**src/hw/rtl/bdpc_pkg.sv**
```systemverilog
// Shared types, constants and register codes of the button debounce and press classifier.
`timescale 1ns / 1ps

package bdpc_pkg;

	localparam int NUM_BUTTONS = 2;
	localparam int BTN_IDX_W   = 1;
	localparam int TIME_W      = 32;
	localparam int DEB_W       = 10;
	localparam int LIM_W       = 24;
	localparam int CFG_IDX_W   = 3;
	localparam int CFG_DATA_W  = 24;

	localparam logic [NUM_BUTTONS-1:0] ENABLE_RST   = '0;
	localparam logic [DEB_W-1:0]       DEBOUNCE_RST = DEB_W'(100);
	localparam logic [LIM_W-1:0]       SHORT_RST    = LIM_W'(2000);
	localparam logic [LIM_W-1:0]       MEDIUM_RST   = LIM_W'(5000);
	localparam logic [LIM_W-1:0]       LONG_RST     = LIM_W'(10000);

	typedef enum logic [CFG_IDX_W-1:0] {
		REG_ENABLE_MASK = 3'd0,
		REG_DEBOUNCE    = 3'd1,
		REG_SHORT_LIM   = 3'd2,
		REG_MEDIUM_LIM  = 3'd3,
		REG_LONG_LIM    = 3'd4
	} cfg_reg_t;

	typedef enum logic [1:0] {
		PT_SHORT     = 2'd0,
		PT_MEDIUM    = 2'd1,
		PT_LONG      = 2'd2,
		PT_VERY_LONG = 2'd3
	} press_type_t;

	typedef struct packed {
		logic              evt;
		logic              pressed;
		logic [TIME_W-1:0] dur;
	} lane_evt_t;

	typedef struct packed {
		logic [LIM_W-1:0] short_lim;
		logic [LIM_W-1:0] medium_lim;
		logic [LIM_W-1:0] long_lim;
	} limits_t;

endpackage

```
**src/hw/rtl/bdpc_if.sv**
```systemverilog
// Handshake channel interfaces for ticks, events and configuration writes.
`timescale 1ns / 1ps

interface bdpc_tick_if;
	logic                                valid;
	logic                                ready;
	logic [bdpc_pkg::NUM_BUTTONS-1:0]    raw_levels;
	modport source (output valid, output raw_levels, input ready);
	modport sink   (input valid, input raw_levels, output ready);
endinterface

interface bdpc_evt_if;
	logic                                valid;
	logic                                ready;
	logic [bdpc_pkg::BTN_IDX_W-1:0]      button_index;
	logic                                pressed;
	logic [1:0]                          press_type;
	logic [bdpc_pkg::TIME_W-1:0]         event_time_ms;
	logic                                last_event;
	modport source (output valid, output button_index, output pressed, output press_type,
		output event_time_ms, output last_event, input ready);
	modport sink   (input valid, input button_index, input pressed, input press_type,
		input event_time_ms, input last_event, output ready);
endinterface

interface bdpc_cfg_if;
	logic                                valid;
	logic                                ready;
	logic [bdpc_pkg::CFG_IDX_W-1:0]      index;
	logic [bdpc_pkg::CFG_DATA_W-1:0]     data;
	modport source (output valid, output index, output data, input ready);
	modport sink   (input valid, input index, input data, output ready);
endinterface

```
**src/hw/rtl/bdpc_lane.sv**
```systemverilog
// Per-button debounce lane: window counter, debounced state and press timestamp.
`timescale 1ns / 1ps

module bdpc_lane (
	input  logic                          clk,
	input  logic                          arst_n,
	input  logic                          accept,
	input  logic                          enable,
	input  logic                          level,
	input  logic                          prev,
	input  logic [bdpc_pkg::DEB_W-1:0]    deb_ticks,
	input  logic [bdpc_pkg::TIME_W-1:0]   time_ms,
	output bdpc_pkg::lane_evt_t           evt_s1
);
	import bdpc_pkg::*;

	logic              deb_q;
	logic              snap_q;
	logic              active_q;
	logic [DEB_W-1:0]  count_q;
	logic [TIME_W-1:0] press_time_q;

	logic              expire;
	logic              now_p;
	logic              fire;
	logic              deb_n;
	logic              active_mid;
	logic              open_win;
	logic [DEB_W-1:0]  cnt_dec;
	logic [DEB_W-1:0]  win_len;
	logic [TIME_W-1:0] dur_n;

	always_comb begin
		cnt_dec    = count_q - DEB_W'(1);
		expire     = active_q && (cnt_dec == '0);
		now_p      = ~level;
		fire       = expire && (now_p != snap_q);
		deb_n      = expire ? now_p : deb_q;
		active_mid = active_q && !expire;
		open_win   = (level != prev) && !active_mid;
		win_len    = (deb_ticks == '0) ? DEB_W'(1) : deb_ticks;
		dur_n      = now_p ? '0 : (time_ms - press_time_q);
	end

	always_ff @(posedge clk or negedge arst_n) begin
		if (!arst_n) begin
			deb_q        <= 1'b0;
			snap_q       <= 1'b0;
			active_q     <= 1'b0;
			count_q      <= '0;
			press_time_q <= '0;
			evt_s1       <= '0;
		end else if (accept) begin
			evt_s1.evt     <= enable && fire;
			evt_s1.pressed <= now_p;
			evt_s1.dur     <= dur_n;
			if (enable) begin
				deb_q <= deb_n;
				if (active_q) begin
					count_q <= cnt_dec;
				end
				active_q <= active_mid;
				if (open_win) begin
					snap_q   <= deb_n;
					active_q <= 1'b1;
					count_q  <= win_len;
				end
				if (fire && now_p) begin
					press_time_q <= time_ms;
				end
			end
		end
	end

	a_active_count: assert property (@(posedge clk) disable iff (!arst_n)
		active_q |-> (count_q != '0))
		else $error("open debounce window with zero count");

	a_frozen: assert property (@(posedge clk) disable iff (!arst_n)
		!$past(accept && enable) |-> ($stable(count_q) && $stable(press_time_q)))
		else $error("lane state moved without an enabled tick");

	a_evt_needs_enable: assert property (@(posedge clk) disable iff (!arst_n)
		(accept && !enable) |=> !evt_s1.evt)
		else $error("disabled lane raised an event");

endmodule

```
**src/hw/rtl/bdpc_merge.sv**
```systemverilog
// Merging stage: serializes lane events of one tick in slot order and classifies durations.
`timescale 1ns / 1ps

module bdpc_merge (
	input  logic                          clk,
	input  logic                          arst_n,
	input  logic                          accept,
	input  logic [bdpc_pkg::TIME_W-1:0]   time_ms,
	input  bdpc_pkg::lane_evt_t           evts [bdpc_pkg::NUM_BUTTONS],
	input  bdpc_pkg::limits_t             limits,
	output logic                          in_ready,
	bdpc_evt_if.source                    evt
);
	import bdpc_pkg::*;

	logic                   s1_valid_q;
	logic [NUM_BUTTONS-1:0] served_q;
	logic [TIME_W-1:0]      time_s1;

	logic                   out_valid_q;
	logic [BTN_IDX_W-1:0]   idx_q;
	logic                   pressed_q;
	press_type_t            type_q;
	logic [TIME_W-1:0]      etime_q;
	logic                   last_q;

	logic [NUM_BUTTONS-1:0] mask;
	logic [NUM_BUTTONS-1:0] pend;
	logic [NUM_BUTTONS-1:0] onehot;
	logic [NUM_BUTTONS-1:0] remaining;
	logic [BTN_IDX_W-1:0]   sel;
	logic                   found;
	logic                   take;
	logic                   load;
	logic                   done;
	logic [TIME_W-1:0]      sel_dur;
	press_type_t            sel_type;

	always_comb begin
		for (int i = 0; i < NUM_BUTTONS; i++) begin
			mask[i] = evts[i].evt;
		end
		pend  = s1_valid_q ? (mask & ~served_q) : '0;
		sel   = '0;
		found = 1'b0;
		for (int i = NUM_BUTTONS - 1; i >= 0; i--) begin
			if (pend[i]) begin
				sel   = BTN_IDX_W'(i);
				found = 1'b1;
			end
		end
		onehot      = '0;
		onehot[sel] = found;
		remaining   = pend & ~onehot;
		take        = !out_valid_q || evt.ready;
		load        = found && take;
		done        = s1_valid_q && (!found || (take && (remaining == '0)));
		in_ready    = !s1_valid_q || done;
		sel_dur     = evts[sel].dur;
		priority if (sel_dur < TIME_W'(limits.short_lim)) begin
			sel_type = PT_SHORT;
		end else if (sel_dur < TIME_W'(limits.medium_lim)) begin
			sel_type = PT_MEDIUM;
		end else if (sel_dur < TIME_W'(limits.long_lim)) begin
			sel_type = PT_LONG;
		end else begin
			sel_type = PT_VERY_LONG;
		end
	end

	always_ff @(posedge clk or negedge arst_n) begin
		if (!arst_n) begin
			s1_valid_q  <= 1'b0;
			served_q    <= '0;
			out_valid_q <= 1'b0;
		end else begin
			if (accept) begin
				s1_valid_q <= 1'b1;
				served_q   <= '0;
			end else begin
				if (done) begin
					s1_valid_q <= 1'b0;
				end
				if (load) begin
					served_q <= served_q | onehot;
				end
			end
			if (load) begin
				out_valid_q <= 1'b1;
			end else if (evt.ready) begin
				out_valid_q <= 1'b0;
			end
		end
	end

	always_ff @(posedge clk) begin
		if (accept) begin
			time_s1 <= time_ms;
		end
		if (load) begin
			idx_q     <= sel;
			pressed_q <= evts[sel].pressed;
			type_q    <= sel_type;
			etime_q   <= time_s1;
			last_q    <= (remaining == '0);
		end
	end

	assign evt.valid         = out_valid_q;
	assign evt.button_index  = idx_q;
	assign evt.pressed       = pressed_q;
	assign evt.press_type    = type_q;
	assign evt.event_time_ms = etime_q;
	assign evt.last_event    = last_q;

	a_accept_fills: assert property (@(posedge clk) disable iff (!arst_n)
		accept |=> s1_valid_q)
		else $error("accepted tick did not reach the merge stage");

	a_served_subset: assert property (@(posedge clk) disable iff (!arst_n)
		s1_valid_q |-> ((served_q & ~mask) == '0))
		else $error("served slot that had no event");

	a_not_last_pending: assert property (@(posedge clk) disable iff (!arst_n)
		(out_valid_q && !last_q) |-> (s1_valid_q && (pend != '0)))
		else $error("beat not marked last but no event is pending");

endmodule

```
**src/hw/rtl/button_debounce_press_classifier.sv**
```systemverilog
// Top level of the button debounce and press classifier: config registers, tick state, lanes.
//
//   channel  dir  beat                                           accepted when
//   tick     in   raw_levels                                     tick.valid && tick.ready
//   evt      out  button_index pressed press_type time last     evt.valid && evt.ready
//   cfg      in   index data                                     cfg.valid && cfg.ready
//
// One tick is accepted per cycle while in_ready; events go via the lane registers to the output register.
// A tick with no event never waits; a tick with events holds the merge stage until its last one is loaded.
// The merging stage, which puts out one event beat per cycle unless evt stalls, sets the event rate.
// Reset sets all but merge data registers at once; no clearing pass. cfg.ready is always high.
// While evt is stalled, ticks keep entering until one with events waits in the merge stage.
`timescale 1ns / 1ps

module button_debounce_press_classifier (
	input  logic      clk,
	input  logic      arst_n,
	bdpc_tick_if.sink tick,
	bdpc_evt_if.source evt,
	bdpc_cfg_if.sink  cfg
);
	import bdpc_pkg::*;

	logic [NUM_BUTTONS-1:0] enable_q;
	logic [DEB_W-1:0]       deb_ticks_q;
	limits_t                limits_q;
	logic [TIME_W-1:0]      time_q;
	logic [NUM_BUTTONS-1:0] prev_raw_q;

	logic                   accept;
	logic                   in_ready;
	lane_evt_t              lane_evts [NUM_BUTTONS];

	assign accept     = tick.valid && tick.ready;
	assign tick.ready = in_ready;
	assign cfg.ready  = 1'b1;

	always_ff @(posedge clk or negedge arst_n) begin
		if (!arst_n) begin
			enable_q           <= ENABLE_RST;
			deb_ticks_q        <= DEBOUNCE_RST;
			limits_q.short_lim <= SHORT_RST;
			limits_q.medium_lim <= MEDIUM_RST;
			limits_q.long_lim  <= LONG_RST;
		end else if (cfg.valid) begin
			unique case (cfg.index)
				REG_ENABLE_MASK: begin
					enable_q <= cfg.data[NUM_BUTTONS-1:0];
				end
				REG_DEBOUNCE: begin
					deb_ticks_q <= cfg.data[DEB_W-1:0];
				end
				REG_SHORT_LIM: begin
					limits_q.short_lim <= cfg.data[LIM_W-1:0];
				end
				REG_MEDIUM_LIM: begin
					limits_q.medium_lim <= cfg.data[LIM_W-1:0];
				end
				REG_LONG_LIM: begin
					limits_q.long_lim <= cfg.data[LIM_W-1:0];
				end
				default: begin
				end
			endcase
		end
	end

	always_ff @(posedge clk or negedge arst_n) begin
		if (!arst_n) begin
			time_q     <= '0;
			prev_raw_q <= '1;
		end else if (accept) begin
			time_q     <= time_q + TIME_W'(1);
			prev_raw_q <= tick.raw_levels;
		end
	end

	for (genvar g = 0; g < NUM_BUTTONS; g++) begin : g_lane
		bdpc_lane u_lane (
			.clk       (clk),
			.arst_n    (arst_n),
			.accept    (accept),
			.enable    (enable_q[g]),
			.level     (tick.raw_levels[g]),
			.prev      (prev_raw_q[g]),
			.deb_ticks (deb_ticks_q),
			.time_ms   (time_q),
			.evt_s1    (lane_evts[g])
		);
	end

	bdpc_merge u_merge (
		.clk      (clk),
		.arst_n   (arst_n),
		.accept   (accept),
		.time_ms  (time_q),
		.evts     (lane_evts),
		.limits   (limits_q),
		.in_ready (in_ready),
		.evt      (evt)
	);

endmodule
```
**src/flat_wrapper.sv**
```systemverilog
// flat-port wrapper written by rule: the top's interface ports become plain ports
module button_debounce_press_classifier_flat import bdpc_pkg::*;
  (clk, arst_n, tick_valid, tick_raw_levels, tick_ready, evt_valid, evt_button_index, evt_pressed, evt_press_type, evt_event_time_ms, evt_last_event, evt_ready, cfg_valid, cfg_index, cfg_data, cfg_ready);
  bdpc_tick_if tick_i ();
  bdpc_evt_if evt_i ();
  bdpc_cfg_if cfg_i ();
  input  logic clk;
  input  logic arst_n;
  input wire logic [$bits(tick_i.valid)-1:0] tick_valid;
  input wire logic [$bits(tick_i.raw_levels)-1:0] tick_raw_levels;
  output wire logic [$bits(tick_i.ready)-1:0] tick_ready;
  output wire logic [$bits(evt_i.valid)-1:0] evt_valid;
  output wire logic [$bits(evt_i.button_index)-1:0] evt_button_index;
  output wire logic [$bits(evt_i.pressed)-1:0] evt_pressed;
  output wire logic [$bits(evt_i.press_type)-1:0] evt_press_type;
  output wire logic [$bits(evt_i.event_time_ms)-1:0] evt_event_time_ms;
  output wire logic [$bits(evt_i.last_event)-1:0] evt_last_event;
  input wire logic [$bits(evt_i.ready)-1:0] evt_ready;
  input wire logic [$bits(cfg_i.valid)-1:0] cfg_valid;
  input wire logic [$bits(cfg_i.index)-1:0] cfg_index;
  input wire logic [$bits(cfg_i.data)-1:0] cfg_data;
  output wire logic [$bits(cfg_i.ready)-1:0] cfg_ready;
  assign tick_i.valid = tick_valid;
  assign tick_i.raw_levels = tick_raw_levels;
  assign tick_ready = tick_i.ready;
  assign evt_valid = evt_i.valid;
  assign evt_button_index = evt_i.button_index;
  assign evt_pressed = evt_i.pressed;
  assign evt_press_type = evt_i.press_type;
  assign evt_event_time_ms = evt_i.event_time_ms;
  assign evt_last_event = evt_i.last_event;
  assign evt_i.ready = evt_ready;
  assign cfg_i.valid = cfg_valid;
  assign cfg_i.index = cfg_index;
  assign cfg_i.data = cfg_data;
  assign cfg_ready = cfg_i.ready;
  button_debounce_press_classifier u_core (.clk(clk), .arst_n(arst_n), .tick(tick_i), .evt(evt_i), .cfg(cfg_i));
endmodule
```
**config.mk**
```make
export PLATFORM = sky130hd
export DESIGN_NAME = button_debounce_press_classifier_flat
export DESIGN_NICKNAME = d
export VERILOG_FILES = /design/src/hw/rtl/bdpc_pkg.sv /design/src/hw/rtl/bdpc_if.sv /design/src/hw/rtl/bdpc_lane.sv /design/src/hw/rtl/bdpc_merge.sv /design/src/hw/rtl/button_debounce_press_classifier.sv /design/src/flat_wrapper.sv
export SDC_FILE = /design/constraint.sdc
export NUM_CORES = 1
export LEC_CHECK = 0
export BUFFER_PORTS_ARGS = -buffer_cell sky130_fd_sc_hd__buf_2
export CAP_MARGIN = 20
export CORE_MARGIN = 2
export CORE_UTILIZATION = 50
export CTS_CLUSTER_SIZE = 14
export DETAILED_ROUTE_END_ITERATION = 7
export GPL_ROUTABILITY_DRIVEN = 0
export GPL_TIMING_DRIVEN = 0
export PLACE_DENSITY = 0.69
export SLEW_MARGIN = 20
export SYNTH_ARGS = -nofsm -noshare
export SYNTH_HDL_FRONTEND = slang
export SYNTH_SLANG_ARGS = --single-unit
```
**constraint.sdc**
```tcl
create_clock -name clk -period 3.6 [get_ports clk]
set_clock_uncertainty 0.1 [all_clocks]
set_input_delay 0.18 -clock clk [delete_from_list [all_inputs] [get_ports clk]]
set_output_delay 0.18 -clock clk [all_outputs]
set_load 0.05 [all_outputs]
```
==> reports/qor.yml <==
cp.required_ps: 3810
synth_top_area_share_pct: 35.13
startpoint_type: "flop"
n_antenna_cell: 0
critPathKind: "flop to flop"
synth_top_area_cell: "dfrtp_1"
ff2ff_setup_slack_ps: 60
rr_startpoint: "u_core.u_merge.served_q[0]"
antenna_found_initial: 0
coreArea_um2: 36430
max_cap_violations: 0
setup_viol: 0
die_h_um: 196.1
cts_buffers: 39
cp-end-kind: "flop"
hp-class: "input port to flop"
seq_area_frac_synth_pct: 49.35
peakVddDrop_mv: 0.3704
clk_latency_ps: 570
leakage_nw: 9.860
cts_tree: "done"
crit_start: "u_core.u_merge.served_q[0]"
grt_pass1_vias: 13990
drive_gt1_share_pct: 15.65
fin_crit_sh_pct: 98.31
relSlewSlack_pct: 28.09
crit_end: "u_core.u_merge.evt.press_type[1]"
syn_to_final_growth_pct: 16.06
synth_area_um2: 18450
grt_pass1_wl_um: 74780
start_util_pct: 50.64
die_area_um2: 38460
synth_ff_type: "dfrtp_1"
instances_no_fill: 2462
numPortBuffers: 71
setup_tns_ps: 0
dp_cells: 2341
dp.final_hpwl_um: 32990
r2r_end: "u_core.u_merge.evt.press_type[1]"
fp-row-count: 70
cp.arrival_ps: 3750
postSynthAreaPerCell_um2: 10.27
multi_input_area_um2: 8672
synth_area_leaders: "dfrtp_1 35%, edfxtp_1 11%, ha_1 9.2%"
cts.reportedPaths.clkPinSlew_ps: 60
ys_ff_latch: 349
p_per_area_nw_per_um2: 559.3
cts_sinks: 349
ff2ff_path_depth: 14
antenna_left: 0
drc_errors: 0
drtIter0Drc: 931
synth-edff-count: 69
io_pins: 74
fin_nets: 2135
dieWidth_um: 196.1
gr-usage-all-layers_pct: 24.66
ys_async_sr_fraction_pct: 80.23
slew_violations: 0
hold_viol_final: 0
min_period_ps: 3539
rsz0062_at_grt: "yes"
grt-ovfl-total: 0
cts.root.buffer_cell: "clkbuf_16"
ys_warn_count: 0
status: "complete, no violations"
synthesis.nets: 1969
seqCellArea_um2: 9105
synth_cells: 1797
grt_max_degree: 96
drt_pass1_iterations: 6
fillCellCount: 3051
h-tree-depth: 2
synth_cell_types: 71
critPathMaxFanout: 5
clock_path_buffers: 3
routed_wl_um: 46370
avgRoutedWirePerCell_um: 18.83
timing.fmax_ghz: 0.2826
via_per_inst: 5.684
worst_slew_pin_slew_ps: 1070
post-route-util_pct: 58.77
vias: 13990
[sequential cells by signal, indices dropped and copies added (netlist names), 10 cells and up]
register	count
u_core.deb_ticks_q	10
u_core.g_lane.u_lane.count_q	20
u_core.g_lane.u_lane.evt_s1	68
u_core.time_q	32
u_core.limits_q	72
u_core.g_lane.u_lane.press_time_q	64
u_core.u_merge.time_s1	32
u_core.u_merge.evt.event_time_ms	32
[routing by layer]
layer / track usage (%) / part of all wire (%)
met2: 40.40 / 47
met1: 33.74 / 46
met4: 8.754 / 2.7
met3: 3.421 / 4.3
met5: 0 / 0
[critical path, stage by stage, from the launching register on]
cell,delay (ps)
dfrtp_1,410
nor2b_4,110
and3b_2,240
buf_8,140
clkbuf_16,150
mux2_4,330
ha_4,250
a21o_1,150
a21o_1,160
a21oi_2,130
or4b_4,510
a31oi_4,220
o21a_1,180
o21ai_2,60
nor2b_1,140
[worst min-delay path by stage]
| stage | start | to | slack (ps) | cells past startpoint |
|---|---|---|---|---|
| floorplan | arst_n | u_core.deb_ticks_q[0] | -220 | 0 |
| global placement | tick_valid | u_core.u_merge.s1_valid_q | 300 | 2 |
| detailed placement | arst_n | u_core.g_lane[1].u_lane.count_q[4] | -70 | 1 |
| CTS | tick_raw_levels[0] | u_core.g_lane[0].u_lane.evt_s1[32] | 9 | 2 |
| global route | tick_raw_levels[0] | u_core.g_lane[0].u_lane.evt_s1[32] | 50 | 2 |
| finish | tick_raw_levels[0] | u_core.g_lane[0].u_lane.evt_s1[4] | 40 | 3 |
[cell usage in the layout (no fill, tap or decap), drive strengths merged, types with 6 or more instances in the layout]
cell type	count
and3	13
o22a	6
clkbuf	90
buf	111
a31oi	24
and2	6
nand3	27
mux2i	10
nor2b	14
o21bai	10
dlygate4sd3	31
mux2	97
o31ai	20
inv	163
o21ai	183
o21a	10
nand2b	12
nor3	22
nor4	17
dfrtp	259
xor2	34
a21o	46
dfstp	21
edfxtp	69
nand4	23
clkinv	13
nor2	72
o211ai	7
ha	136
a21oi	81
xnor2	59
a211oi	14
nand2	227
[metrics by stage]
stage / power (W) / hold WS (ps) / area, um^2 / worst slack (ps)
2_1_floorplan: 0.007086 / -215.6 / 18480 / -4.765
6_report: 0.01198 / 40.35 / 21410 / 60.96
4_1_cts: 0.01196 / 8.972 / 21210 / -85.67
3_5_place_dp: 0.007970 / -71.09 / 19550 / -865.7
5_1_grt: 0.01266 / 52.48 / 21410 / -20.81
3_3_place_gp: 0.007839 / 296.1 / 19420 / -2959
[power breakdown]
group	internal [W]	switching [W]	total [W]	leakage, nW
Combinational	0.00130	0.00171	0.00300	5.14
Sequential	0.00462	0.000461	0.00508	4.12
Clock	0.00227	0.00162	0.00389	0.601
[final cells by class]
type | count | area share (%)
multi-input cells | 1233 | 40.50
well taps | 468 | 2.734
clock buffers | 53 | 4.896
repair buffers | 125 | 4.417
clock inverters | 19 | 0.8297
inverters | 161 | 2.822
flip-flops and latches | 349 | 42.52
plain buffers | 54 | 1.285
[synth_stat cells, types with 4 or more instances]
cell,count
mux2i_1,10
xor2_1,34
nor2_1,72
o21a_1,10
o2111ai_1,4
nand2_1,226
nand3_1,27
xnor2_1,59
a21o_1,46
a31oi_1,24
a22oi_1,4
nor4_1,13
a2111oi_0,4
o31ai_1,20
nand4_1,23
o21ai_0,178
a211oi_1,14
nor2b_1,14
mux2_2,97
o22a_1,6
dfstp_2,21
and2_1,6
buf_2,11
a21boi_0,4
o211ai_1,7
nand2b_1,12
a21oi_1,81
clkbuf_1,38
and3_1,13
dfrtp_1,259
inv_1,160
o21bai_1,10
ha_1,136
nor3_1,22
o21ai_1,5
nor3b_1,4
edfxtp_1,69
[kinds of logic (layout without fill, tap and decap cells)]
logic type	after synthesis	after routing	share of synthesized area [%]
flops	349	349	49.35
mux	107	107	6.462
xor+xnor	93	93	4.415
buf+inv	215	412	4.496
compound gates	439	439	14.35
simple gates	454	454	11.42
other cells	1	1	0.02032
fa+ha+maj	139	139	9.493
[timing repair]
| item | 4_1_cts | 5_1_grt |
|---|---|---|
| endpoints found under the setup margin | 7 | 38 |
| hold buffers | 31 | 0 |
| gates resized for setup | 18 | 23 |
| endpoints found under the hold margin | 256 | 0 |
| pin swaps | 1 | 11 |
| setup buffers | 6 | 12 |
(Power assumes the default switching activity.)
